`config.mk`:
```
export PLATFORM = sky130hd
export DESIGN_NAME = text_to_integer_any_base_core
export DESIGN_NICKNAME = d
export VERILOG_FILES = /design/src/rtl/ttoi_pkg.sv /design/src/rtl/ttoi_cfg.sv /design/src/rtl/ttoi_front.sv /design/src/rtl/ttoi_queue.sv /design/src/rtl/ttoi_back.sv /design/src/rtl/text_to_integer_any_base_core.sv
export SDC_FILE = /design/constraint.sdc
export NUM_CORES = 2
export LEC_CHECK = 0
export BUFFER_PORTS_ARGS = -buffer_cell sky130_fd_sc_hd__buf_2
export CAP_MARGIN = 25
export CORE_ASPECT_RATIO = 2
export CORE_MARGIN = 4
export CORE_UTILIZATION = 43
export DETAILED_ROUTE_END_ITERATION = 16
export GPL_TIMING_DRIVEN = 0
export PLACE_DENSITY_LB_ADDON = 0.25
export SYNTH_ARGS = -nofsm -noshare
export SYNTH_HDL_FRONTEND = slang
export SYNTH_SLANG_ARGS = --single-unit
```
`constraint.sdc`:
```
create_clock -name clk -period 12.5 [get_ports clk]
set_clock_uncertainty 0.2 [all_clocks]
set_input_delay 1.25 -clock clk [delete_from_list [all_inputs] [get_ports clk]]
set_output_delay 1.25 -clock clk [all_outputs]
set_load 0.01 [all_outputs]
```
`src/rtl/ttoi_pkg.sv`:
```
// shared types, constants and helpers for the text to integer reader
// used by every module of the block; depends on nothing
`default_nettype none

package ttoi_pkg;

	// field and register widths
	localparam int CH_W          = 8;
	localparam int ALPHA_W       = 64;
	localparam int CNT_W         = 5;
	localparam int POS_W         = 4;
	localparam int VALUE_W       = 64;
	localparam int DATA_W        = 64;
	localparam int ADDR_W        = 5;
	localparam int REG_IDX_W     = 2;
	localparam int SYM_LIMIT     = 16;
	localparam int MAX_DIGITS_DEF = 16;
	localparam int QUEUE_DEPTH   = 2;

	// character codes
	localparam logic [CH_W-1:0] CHR_NUL   = 8'd0;
	localparam logic [CH_W-1:0] CHR_TAB   = 8'd9;
	localparam logic [CH_W-1:0] CHR_CR    = 8'd13;
	localparam logic [CH_W-1:0] CHR_BLANK = 8'd32;
	localparam logic [CH_W-1:0] CHR_PLUS  = 8'h2b;
	localparam logic [CH_W-1:0] CHR_MINUS = 8'h2d;

	// smallest usable radix
	localparam logic [CNT_W-1:0] MIN_DIGITS = 5'd2;

	// register indexes on the configuration port
	localparam logic [REG_IDX_W-1:0] REG_ALPHA_LO = 2'd0;
	localparam logic [REG_IDX_W-1:0] REG_ALPHA_HI = 2'd1;
	localparam logic [REG_IDX_W-1:0] REG_COUNT    = 2'd2;

	// class of one character as seen by the front
	typedef enum logic [2:0] {
		KIND_SPACE,
		KIND_PLUS,
		KIND_MINUS,
		KIND_DIGIT,
		KIND_OTHER
	} char_kind_t;

	// reader phase in the back
	typedef enum logic [1:0] {
		PH_SPACE,
		PH_DIGITS,
		PH_STOP
	} phase_t;

	// configuration as held in the register block
	typedef struct packed {
		logic [ALPHA_W-1:0] alpha_hi;
		logic [ALPHA_W-1:0] alpha_lo;
		logic [CNT_W-1:0]   count;
	} cfg_t;

	// one classified item travelling from front to back
	// digit is set whenever the character matches a symbol in use, whatever its kind
	typedef struct packed {
		char_kind_t       kind;
		logic [POS_W-1:0] pos;
		logic             digit;
		logic [CNT_W-1:0] count;
		logic             last;
		logic             base_ok;
	} qent_t;

	// whitespace test: tab to carriage return, and blank
	function automatic logic is_space(input logic [CH_W-1:0] c);
		return ((c >= CHR_TAB) && (c <= CHR_CR)) || (c == CHR_BLANK);
	endfunction

endpackage

`default_nettype wire

```
`src/rtl/ttoi_cfg.sv`:
```
// configuration registers behind the apb-style port
// depends on ttoi_pkg
`default_nettype none

module ttoi_cfg (
	input  wire logic                          clk,
	input  wire logic                          arst_n,
	input  wire logic                          psel,
	input  wire logic                          penable,
	input  wire logic                          pwrite,
	input  wire logic [ttoi_pkg::ADDR_W-1:0]   paddr,
	input  wire logic [ttoi_pkg::DATA_W-1:0]   pwdata,
	output logic      [ttoi_pkg::DATA_W-1:0]   prdata,
	output logic                               pready,
	output ttoi_pkg::cfg_t                     cfg
);

	logic [ttoi_pkg::REG_IDX_W-1:0] idx;
	logic                           wr_en;
	logic [ttoi_pkg::ALPHA_W-1:0]   alpha_lo_q;
	logic [ttoi_pkg::ALPHA_W-1:0]   alpha_hi_q;
	logic [ttoi_pkg::CNT_W-1:0]     count_q;

	// registers sit at 8-byte steps
	assign idx    = paddr[ttoi_pkg::ADDR_W-1:3];
	assign pready = 1'b1;
	assign wr_en  = psel && penable && pwrite && pready;

	// register writes
	always_ff @(posedge clk or negedge arst_n) begin
		if (!arst_n) begin
			alpha_lo_q <= '0;
			alpha_hi_q <= '0;
			count_q    <= '0;
		end else if (wr_en) begin
			unique case (idx)
				ttoi_pkg::REG_ALPHA_LO: alpha_lo_q <= pwdata;
				ttoi_pkg::REG_ALPHA_HI: alpha_hi_q <= pwdata;
				ttoi_pkg::REG_COUNT:    count_q    <= pwdata[ttoi_pkg::CNT_W-1:0];
				default: ;
			endcase
		end
	end

	// read back
	always_comb begin
		unique case (idx)
			ttoi_pkg::REG_ALPHA_LO: prdata = alpha_lo_q;
			ttoi_pkg::REG_ALPHA_HI: prdata = alpha_hi_q;
			ttoi_pkg::REG_COUNT:    prdata = ttoi_pkg::DATA_W'(count_q);
			default:                prdata = '0;
		endcase
	end

	assign cfg.alpha_lo = alpha_lo_q;
	assign cfg.alpha_hi = alpha_hi_q;
	assign cfg.count    = count_q;

endmodule

`default_nettype wire

```
`src/rtl/ttoi_front.sv`:
```
// front: takes characters, looks them up in the alphabet and judges the alphabet
// depends on ttoi_pkg
`default_nettype none

module ttoi_front #(
	parameter int MAX_DIGITS = ttoi_pkg::MAX_DIGITS_DEF
) (
	input  wire logic                       s_tvalid,
	output logic                            s_tready,
	input  wire logic [ttoi_pkg::CH_W-1:0]  s_tdata,
	input  wire logic                       s_tlast,
	input  wire ttoi_pkg::cfg_t             cfg,
	input  wire logic                       q_full,
	output logic                            q_push,
	output ttoi_pkg::qent_t                 q_ent
);

	logic [2*ttoi_pkg::ALPHA_W-1:0] alpha;
	logic [ttoi_pkg::CH_W-1:0]      sym    [MAX_DIGITS];
	logic [MAX_DIGITS-1:0]          in_use;
	logic [MAX_DIGITS-1:0]          bad_sym;
	logic                           dup;
	logic                           hit;
	logic [ttoi_pkg::POS_W-1:0]     pos;
	logic                           count_ok;
	logic [ttoi_pkg::CH_W-1:0]      ch;
	ttoi_pkg::char_kind_t           kind;

	assign ch    = s_tdata;
	assign alpha = {cfg.alpha_hi, cfg.alpha_lo};

	// symbol lanes
	always_comb begin
		for (int i = 0; i < MAX_DIGITS; i++) begin
			sym[i]     = alpha[i*ttoi_pkg::CH_W +: ttoi_pkg::CH_W];
			in_use[i]  = ttoi_pkg::CNT_W'(i) < cfg.count;
			bad_sym[i] = (sym[i] == ttoi_pkg::CHR_NUL) || ttoi_pkg::is_space(sym[i]) ||
				(sym[i] == ttoi_pkg::CHR_PLUS) || (sym[i] == ttoi_pkg::CHR_MINUS);
		end
	end

	// repeated symbols among those in use
	always_comb begin
		dup = 1'b0;
		for (int i = 0; i < MAX_DIGITS; i++)
			for (int j = i + 1; j < MAX_DIGITS; j++)
				if (in_use[j] && (sym[i] == sym[j]))
					dup = 1'b1;
	end

	assign count_ok = (cfg.count >= ttoi_pkg::MIN_DIGITS) &&
		(cfg.count <= ttoi_pkg::CNT_W'(MAX_DIGITS));

	// lookup, lowest position wins
	always_comb begin
		hit = 1'b0;
		pos = '0;
		for (int i = MAX_DIGITS - 1; i >= 0; i--) begin
			if (in_use[i] && (sym[i] == ch)) begin
				hit = 1'b1;
				pos = ttoi_pkg::POS_W'(i);
			end
		end
	end

	// classify
	always_comb begin
		if (ttoi_pkg::is_space(ch))
			kind = ttoi_pkg::KIND_SPACE;
		else if (ch == ttoi_pkg::CHR_PLUS)
			kind = ttoi_pkg::KIND_PLUS;
		else if (ch == ttoi_pkg::CHR_MINUS)
			kind = ttoi_pkg::KIND_MINUS;
		else if (hit)
			kind = ttoi_pkg::KIND_DIGIT;
		else
			kind = ttoi_pkg::KIND_OTHER;
	end

	assign q_ent = '{
		kind:    kind,
		pos:     pos,
		digit:   hit,
		count:   cfg.count,
		last:    s_tlast,
		base_ok: count_ok && !(|(in_use & bad_sym)) && !dup
	};

	assign s_tready = !q_full;
	assign q_push   = s_tvalid && s_tready;

endmodule

`default_nettype wire

```
`src/rtl/ttoi_queue.sv`:
```
// short queue of classified items between front and back
// depends on ttoi_pkg
`default_nettype none

module ttoi_queue (
	input  wire logic             clk,
	input  wire logic             arst_n,
	input  wire logic             push,
	input  wire ttoi_pkg::qent_t  push_ent,
	output logic                  full,
	input  wire logic             pop,
	output logic                  valid,
	output ttoi_pkg::qent_t       head
);

	localparam int DEPTH = ttoi_pkg::QUEUE_DEPTH;
	localparam int PTR_W = (DEPTH > 1) ? $clog2(DEPTH) : 1;
	localparam int CNT_W = $clog2(DEPTH + 1);

	ttoi_pkg::qent_t    ent_q [DEPTH];
	logic [PTR_W-1:0]   wr_ptr_q;
	logic [PTR_W-1:0]   rd_ptr_q;
	logic [CNT_W-1:0]   fill_q;

	assign full  = fill_q == CNT_W'(DEPTH);
	assign valid = fill_q != '0;
	assign head  = ent_q[rd_ptr_q];

	// entry storage
	always_ff @(posedge clk) begin
		if (push)
			ent_q[wr_ptr_q] <= push_ent;
	end

	// pointers and fill level
	always_ff @(posedge clk or negedge arst_n) begin
		if (!arst_n) begin
			wr_ptr_q <= '0;
			rd_ptr_q <= '0;
			fill_q   <= '0;
		end else begin
			if (push)
				wr_ptr_q <= (wr_ptr_q == PTR_W'(DEPTH - 1)) ? '0 : wr_ptr_q + 1'b1;
			if (pop)
				rd_ptr_q <= (rd_ptr_q == PTR_W'(DEPTH - 1)) ? '0 : rd_ptr_q + 1'b1;
			if (push && !pop)
				fill_q <= fill_q + 1'b1;
			else if (pop && !push)
				fill_q <= fill_q - 1'b1;
		end
	end

endmodule

`default_nettype wire

```
`src/rtl/ttoi_back.sv`:
```
// back: reader phase, sign and accumulator, and the result register
// depends on ttoi_pkg
`default_nettype none

module ttoi_back (
	input  wire logic                          clk,
	input  wire logic                          arst_n,
	input  wire logic                          q_valid,
	input  wire ttoi_pkg::qent_t               q_head,
	output logic                               q_pop,
	output logic                               m_tvalid,
	input  wire logic                          m_tready,
	output logic      [ttoi_pkg::VALUE_W-1:0]  m_tdata,
	output logic                               m_tuser
);

	ttoi_pkg::phase_t               phase_q;
	ttoi_pkg::phase_t               phase_d;
	logic                           neg_q;
	logic [ttoi_pkg::VALUE_W-1:0]   acc_q;
	logic [ttoi_pkg::VALUE_W-1:0]   acc_next;
	logic [ttoi_pkg::VALUE_W-1:0]   mag;
	logic                           neg;
	logic                           add_en;
	logic                           sign_en;
	logic                           out_valid_q;
	logic [ttoi_pkg::VALUE_W-1:0]   out_mag_q;
	logic                           out_neg_q;
	logic                           out_ok_q;

	// a last item needs room in the result register
	assign q_pop = q_valid && (!q_head.last || !out_valid_q || m_tready);

	// next phase
	always_comb begin
		phase_d = phase_q;
		if (q_pop) begin
			unique case (phase_q)
				ttoi_pkg::PH_SPACE: begin
					case (q_head.kind) inside
						ttoi_pkg::KIND_SPACE: phase_d = ttoi_pkg::PH_SPACE;
						ttoi_pkg::KIND_PLUS, ttoi_pkg::KIND_MINUS,
						ttoi_pkg::KIND_DIGIT: phase_d = ttoi_pkg::PH_DIGITS;
						default: phase_d = ttoi_pkg::PH_STOP;
					endcase
				end
				// among digits any symbol in use counts, even a blank or a sign
				ttoi_pkg::PH_DIGITS: begin
					phase_d = q_head.digit ? ttoi_pkg::PH_DIGITS : ttoi_pkg::PH_STOP;
				end
				ttoi_pkg::PH_STOP: phase_d = ttoi_pkg::PH_STOP;
				default: phase_d = ttoi_pkg::PH_SPACE;
			endcase
			if (q_head.last)
				phase_d = ttoi_pkg::PH_SPACE;
		end
	end

	// phase-dependent actions
	always_comb begin
		add_en  = 1'b0;
		sign_en = 1'b0;
		unique case (phase_q)
			ttoi_pkg::PH_SPACE: begin
				add_en  = q_pop && (q_head.kind == ttoi_pkg::KIND_DIGIT);
				sign_en = q_pop && ((q_head.kind == ttoi_pkg::KIND_PLUS) ||
					(q_head.kind == ttoi_pkg::KIND_MINUS));
			end
			ttoi_pkg::PH_DIGITS: add_en = q_pop && q_head.digit;
			default: ;
		endcase
	end

	// one multiply-add per digit, wrapping at the value width
	assign acc_next = acc_q * ttoi_pkg::VALUE_W'(q_head.count) +
		ttoi_pkg::VALUE_W'(q_head.pos);
	assign mag = add_en ? acc_next : acc_q;
	assign neg = sign_en ? (q_head.kind == ttoi_pkg::KIND_MINUS) : neg_q;

	// reader state
	always_ff @(posedge clk or negedge arst_n) begin
		if (!arst_n) begin
			phase_q <= ttoi_pkg::PH_SPACE;
			neg_q   <= 1'b0;
			acc_q   <= '0;
		end else begin
			phase_q <= phase_d;
			if (q_pop) begin
				acc_q <= q_head.last ? '0 : mag;
				neg_q <= q_head.last ? 1'b0 : neg;
			end
		end
	end

	// result handshake
	always_ff @(posedge clk or negedge arst_n) begin
		if (!arst_n)
			out_valid_q <= 1'b0;
		else if (q_pop && q_head.last)
			out_valid_q <= 1'b1;
		else if (m_tready)
			out_valid_q <= 1'b0;
	end

	// result payload
	always_ff @(posedge clk) begin
		if (q_pop && q_head.last) begin
			out_mag_q <= mag;
			out_neg_q <= neg;
			out_ok_q  <= q_head.base_ok;
		end
	end

	assign m_tvalid = out_valid_q;
	assign m_tuser  = out_ok_q;
	assign m_tdata  = !out_ok_q ? '0 : (out_neg_q ? (~out_mag_q + 1'b1) : out_mag_q);

endmodule

`default_nettype wire

```
`src/rtl/text_to_integer_any_base_core.sv`:
```
// top level of the text to integer reader over a configurable alphabet
// depends on ttoi_pkg, ttoi_cfg, ttoi_front, ttoi_queue and ttoi_back
`default_nettype none

// Reads a string, one character per item on the slave stream, as a signed
// integer written in an alphabet of up to 16 symbols held in registers 0 and 1,
// with the radix in register 2. Leading whitespace is skipped, one sign is taken,
// digits accumulate with 64-bit wraparound and reading stops at the first
// non-symbol. The item with tlast gives one result: tdata is the value (0 when
// the alphabet is invalid) and tuser says whether the alphabet is valid. The
// block takes one character every cycle while the queue is not full: the front
// classifies it with 16 parallel compares, a two-entry queue holds it, and the
// back does one multiply-add per cycle unless a last character waits for room.
// A result is registered when the back takes its last character; a result left
// waiting stalls the back only when a further last character arrives, and input
// stalls only once the queue is full. No clearing pass follows reset.
module text_to_integer_any_base_core #(
	parameter int MAX_DIGITS = ttoi_pkg::MAX_DIGITS_DEF
) (
	input  wire logic                          clk,
	input  wire logic                          arst_n,
	// apb-style configuration port
	input  wire logic                          psel,
	input  wire logic                          penable,
	input  wire logic                          pwrite,
	input  wire logic [ttoi_pkg::ADDR_W-1:0]   paddr,
	input  wire logic [ttoi_pkg::DATA_W-1:0]   pwdata,
	output logic      [ttoi_pkg::DATA_W-1:0]   prdata,
	output logic                               pready,
	// character stream
	input  wire logic                          s_tvalid,
	output logic                               s_tready,
	input  wire logic [ttoi_pkg::CH_W-1:0]     s_tdata,   // [7:0] ch
	input  wire logic                          s_tlast,
	// result stream
	output logic                               m_tvalid,
	input  wire logic                          m_tready,
	output logic      [ttoi_pkg::VALUE_W-1:0]  m_tdata,   // [63:0] value
	output logic                               m_tuser    // [0] base_ok
);

	ttoi_pkg::cfg_t  cfg;
	ttoi_pkg::qent_t push_ent;
	ttoi_pkg::qent_t head;
	logic            q_full;
	logic            q_push;
	logic            q_pop;
	logic            q_valid;

	ttoi_cfg u_cfg (
		.clk     (clk),
		.arst_n  (arst_n),
		.psel    (psel),
		.penable (penable),
		.pwrite  (pwrite),
		.paddr   (paddr),
		.pwdata  (pwdata),
		.prdata  (prdata),
		.pready  (pready),
		.cfg     (cfg)
	);

	ttoi_front #(
		.MAX_DIGITS (MAX_DIGITS)
	) u_front (
		.s_tvalid (s_tvalid),
		.s_tready (s_tready),
		.s_tdata  (s_tdata),
		.s_tlast  (s_tlast),
		.cfg      (cfg),
		.q_full   (q_full),
		.q_push   (q_push),
		.q_ent    (push_ent)
	);

	ttoi_queue u_queue (
		.clk      (clk),
		.arst_n   (arst_n),
		.push     (q_push),
		.push_ent (push_ent),
		.full     (q_full),
		.pop      (q_pop),
		.valid    (q_valid),
		.head     (head)
	);

	ttoi_back u_back (
		.clk      (clk),
		.arst_n   (arst_n),
		.q_valid  (q_valid),
		.q_head   (head),
		.q_pop    (q_pop),
		.m_tvalid (m_tvalid),
		.m_tready (m_tready),
		.m_tdata  (m_tdata),
		.m_tuser  (m_tuser)
	);

endmodule

`default_nettype wire

```
==> results.txt <==
----------------------------------------------------
[Clock tree]
  Hold-fix buffers at CTS ... 0
  TritonCTS clock tree ... built
  Setup Fix Bufs, Post-CTS ... 0
  Cells resized by post-CTS repair ... 0
  H-tree levels ... 2
  Clock tree root driver cell ... clkbuf_16
  Clock latency at the later pin of the worst-skew pair ... about 630 ps
  Clock slew seen by the registers of the worst setup and hold paths ... about 70 ps
  Inserted Clock Buffers ... 34
  Clock Sink Count ... about 300
  Maximum buffer depth of the clock tree ... 3

[Min path]
  Min-delay worst type ... in -> async

[Drt]
  Via count of the routed design ... 38,643
  Final antenna-violating net count ... 0
  Via-per-instance ratio ... approximately 6.3
  Routed WL per cell ... between 30 and 40 µm
  Router iterations before antenna repair ... 8
  DR DRC count ... 0
  Routed Wire Length ... 228,000 µm
  Initial DRC Count ... ~3,800

[Yosys]
  Net count after synthesis ... between 4,000 and 5,000
  Synthesized area per cell ... 8.60 µm²
  Share of the yosys chip area belonging to registers ... 20.6%
  Area of the mapped netlist ... slightly below 0.04 mm²
  Number of synthesized register bits ... between 300 and 400
  Most used flip-flop cell after synthesis ... dfrtp_1
  FFs w/ async S/R, synth ... 68.1%
  Synthesis Warnings ... 0
  Number of flops mapped to enable cells by yosys ... between 90 and 100
  Instance count of the mapped netlist ... between 4,000 and 5,000
  Number of different library cells in the post-synthesis netlist ... 83

[Worst setup path]
  Critical register-to-register path startpoint ... u_queue.rd_ptr_q
  Required time at the endpoint of the critical path ... 12,740 ps
  Worst Setup End Kind ... flop
  Reg-to-reg setup timing slack ... between 2000 and 3000 ps
  Cell-by-cell listing of the critical path ... clkbuf_1, buf_1, mux2i_1, clkbuf_1, clkbuf_1, nor2b_1, ha_1, inv_1, fa_1, inv_1, fa_1, ha_1, clkbuf_1, nand4_1, nor4_1, nand4_1, a311oi_2, or4_1, a31oi_1, xnor2_1, mux2_1, a21oi_1
  Delay of the slowest cell on the worst path ... 900 ps
  Crit-path slowest cell ... mux2i_1
  Number of cells on the worst reg-to-reg path ... 22
  Buf+Inv Stages, Crit Path ... 7
  Crit Reg-Reg Endpoint ... u_back.out_mag_q[63]
  Worst-path fanout max ... 10
  Signal arrival time at the worst endpoint ... roughly 10000 ps
  Start-to-end type of the worst setup path ... reg -> reg
  Cell type with the highest occurrence count on the critical path ... clkbuf_1
  Family with the most delay on the worst path ... buffers and inverters
  Element type at the critical path start ... flop

[Placement]
  Number of placed cells counting well taps ... about 6,000
  Post-place instance area ... about 0.043 mm²
  Worst setup slack before clock tree synthesis ... ~3000 ps
  GPL Wtd Cong ... approximately 1.1
  Placed wire-length estimate after detailed placement ... between 150,000 and 200,000 µm
  Buffers added on ports ... around 210

[Timing]
  Fin. max-slew vios ... 0
  FMAX ... roughly 100 MHz
  Unrepaired setup endpoints after global routing ... no
  Headroom to the max-slew limit ... 14.1%
  Min cycle time layout ... between 9000 and 10,000 ps
  Worst-Margin Slew ... between 1000 and 1500 ps
  Final Hold Violating Endpoints ... 0
  Share of the clock period used by the worst path after layout ... 76.3%
  Count of endpoints failing setup in the final report ... 0
  Final total negative setup slack ... 0 ps
  Worst path setup slack after routing ... 2970 ps

[Global routing]
  Global-route congestion overflow total ... 0
  Overall fraction of global-route tracks in use ... ~47%
  Maximum number of pins on one net before global-route repair ... 86
  Wire length of the first global-routing pass ... a little over 300,000 µm
  Initial antenna violation count ... 19
  Number of global-route vias before repair ... 38,873

[Cells and area]
  Final cell count without fillers ... between 6,000 and 7,000
  Summed area of non-filler cells in the final layout ... about 0.045 mm²
  Most frequent cells in the layout ... 679 x xnor2_1, 543 x xor2_1, 388 x nand2_1
  Final net count ... between 5,000 and 6,000
  Share of post-route cells with drive strength above 1 ... roughly an eighth
  Total of fill cells in the finished design ... 8,752
  Area occupied by multi-input gates ... 0.0285 mm²
  Most common cell after layout, fill and taps aside ... xnor2_1
  Growth of design area from synthesis to finish ... 15.6%
  Flip-flop and latch area ... roughly 0.008 mm²

[Floorplanning]
  Number of primary I/O pins ... 217
  Die Span Y ... about 430 µm
  Starting density of the core ... between 40% and 50%
  Core area ... between 0.08 and 0.09 mm²
  Die footprint ... 0.0956 mm²
  Die Span X ... roughly 220 µm
  Number of rows created at floorplan ... around 160

[Power and ir drop]
  Power density relative to cell area ... approximately 180 mW/mm²
  Leak ... about 18 nW
  Overall Power ... approximately 8 mW
  Peak supply drop ... approximately 0.00012 V

[Flow run]
  Count of max-cap constraint violations ... 0

[Run status]
  Outcome ... finished clean

----------------------------------------------------
[metrics by stage]
step / hold WS (ps) / util, %
global route: 337 / 50.2
CTS: 302 / 49.9
floorplan: 261 / -
detailed placement: 287 / 48.5
global placement: 280 / 46.2
finish: 312 / 50.2
[sequential cells by signal, summed over array words and instances, names as in the netlist]
name / flops
u_queue.rd_ptr_q: 1
u_cfg.count_q: 5
u_back.m_tvalid: 1
u_back.phase_q: 2
u_back.acc_q: 64
u_queue.wr_ptr_q: 1
u_back.out_mag_q: 64
u_queue.ent_q: 30
u_cfg.alpha_hi_q: 64
u_back.m_tuser: 1
u_queue.fill_q: 2
u_back.neg_q: 1
u_cfg.alpha_lo_q: 64
u_back.out_neg_q: 1
[Yosys cell counts, types with 9 or more instances]
library cell	count	area, µm²
and2_1	77	482
dfrtp_1	205	5130
a21o_1	38	285
a21oi_1	136	681
o31ai_1	28	210
xor2_1	543	4760
o41ai_1	14	123
o21a_1	9	67.6
fa_1	182	3640
o21ai_0	183	916
nor3_1	59	295
xnor2_1	679	5950
a211oi_1	9	67.6
nand2b_1	14	87.6
ha_1	128	1600
a22oi_1	12	90.1
edfxtp_1	96	2880
nand4_1	158	988
nand3_1	41	205
inv_1	213	800
o22ai_1	14	87.6
or3_1	22	138
o21bai_1	13	97.6
nor2_1	152	571
nor2b_1	138	863
a31oi_1	32	200
nor4_1	157	982
buf_1	177	664
nand2_1	388	1460
or4_1	13	97.6
a22o_1	33	289
nor3b_1	12	90.1
buf_2	14	70.1
mux2_2	138	1550
clkbuf_1	225	845
mux2i_1	73	731
[how the worst max path moves through the flow]
stage | startpoint | end | cells after the start
2_1_floorplan | u_queue.rd_ptr_q | u_back.out_mag_q[63] | 23
3_3_place_gp | u_queue.rd_ptr_q | u_back.out_mag_q[63] | 22
3_5_place_dp | u_queue.rd_ptr_q | u_back.out_mag_q[63] | 22
4_1_cts | u_queue.rd_ptr_q | u_back.out_mag_q[63] | 22
5_1_grt | u_queue.rd_ptr_q | u_back.out_mag_q[61] | 22
6_report | u_queue.rd_ptr_q | u_back.out_mag_q[63] | 22
[logic make-up (layout without fill, tap and decap cells)]
logic type | after synthesis | after routing | share of synthesized area, %
AO/OA/AOI/OAI | 581 | 581 | 9.44
multiplexers | 212 | 212 | 5.90
adder cells (fa/ha/maj) | 311 | 311 | 13.5
AND/OR/NAND/NOR | 1266 | 1266 | 16.9
buffers and inverters | 630 | 1042 | 6.13
other | 1 | 11 | 0.00964
XOR/XNOR | 1222 | 1222 | 27.5
flip-flops | 301 | 301 | 20.6
[layout make-up]
type                       count  share of cell area (%)
clock buffer                  43                    2.08
multi-input combinational   3593                    63.5
tap                         1177                    3.28
clock inverter                18                   0.632
buffer                       417                    3.63
antenna                       10                  0.0557
sequential                   301                    17.8
timing repair buffer         351                    7.24
inverter                     213                    1.78
[where the power goes]
| part | internal (mW) | leakage [nW] | total, mW | switching [mW] |
|---|---|---|---|---|
| Clock | 0.663 | 0.583 | 1.17 | 0.504 |
| Sequential | 1.28 | 3.56 | 1.49 | 0.210 |
| Combinational | 1.88 | 14.2 | 5.56 | 3.68 |
[layer usage]
metal  track usage (%)  vias up  wire length [µm]
met5                 0        -                25
met4              55.2        4             36600
met3              13.3     1265             19100
met2              76.6     2551            105000
met1              42.7    18869             66900
li1                  -    15954                 -
(Power assumes the default switching activity.)
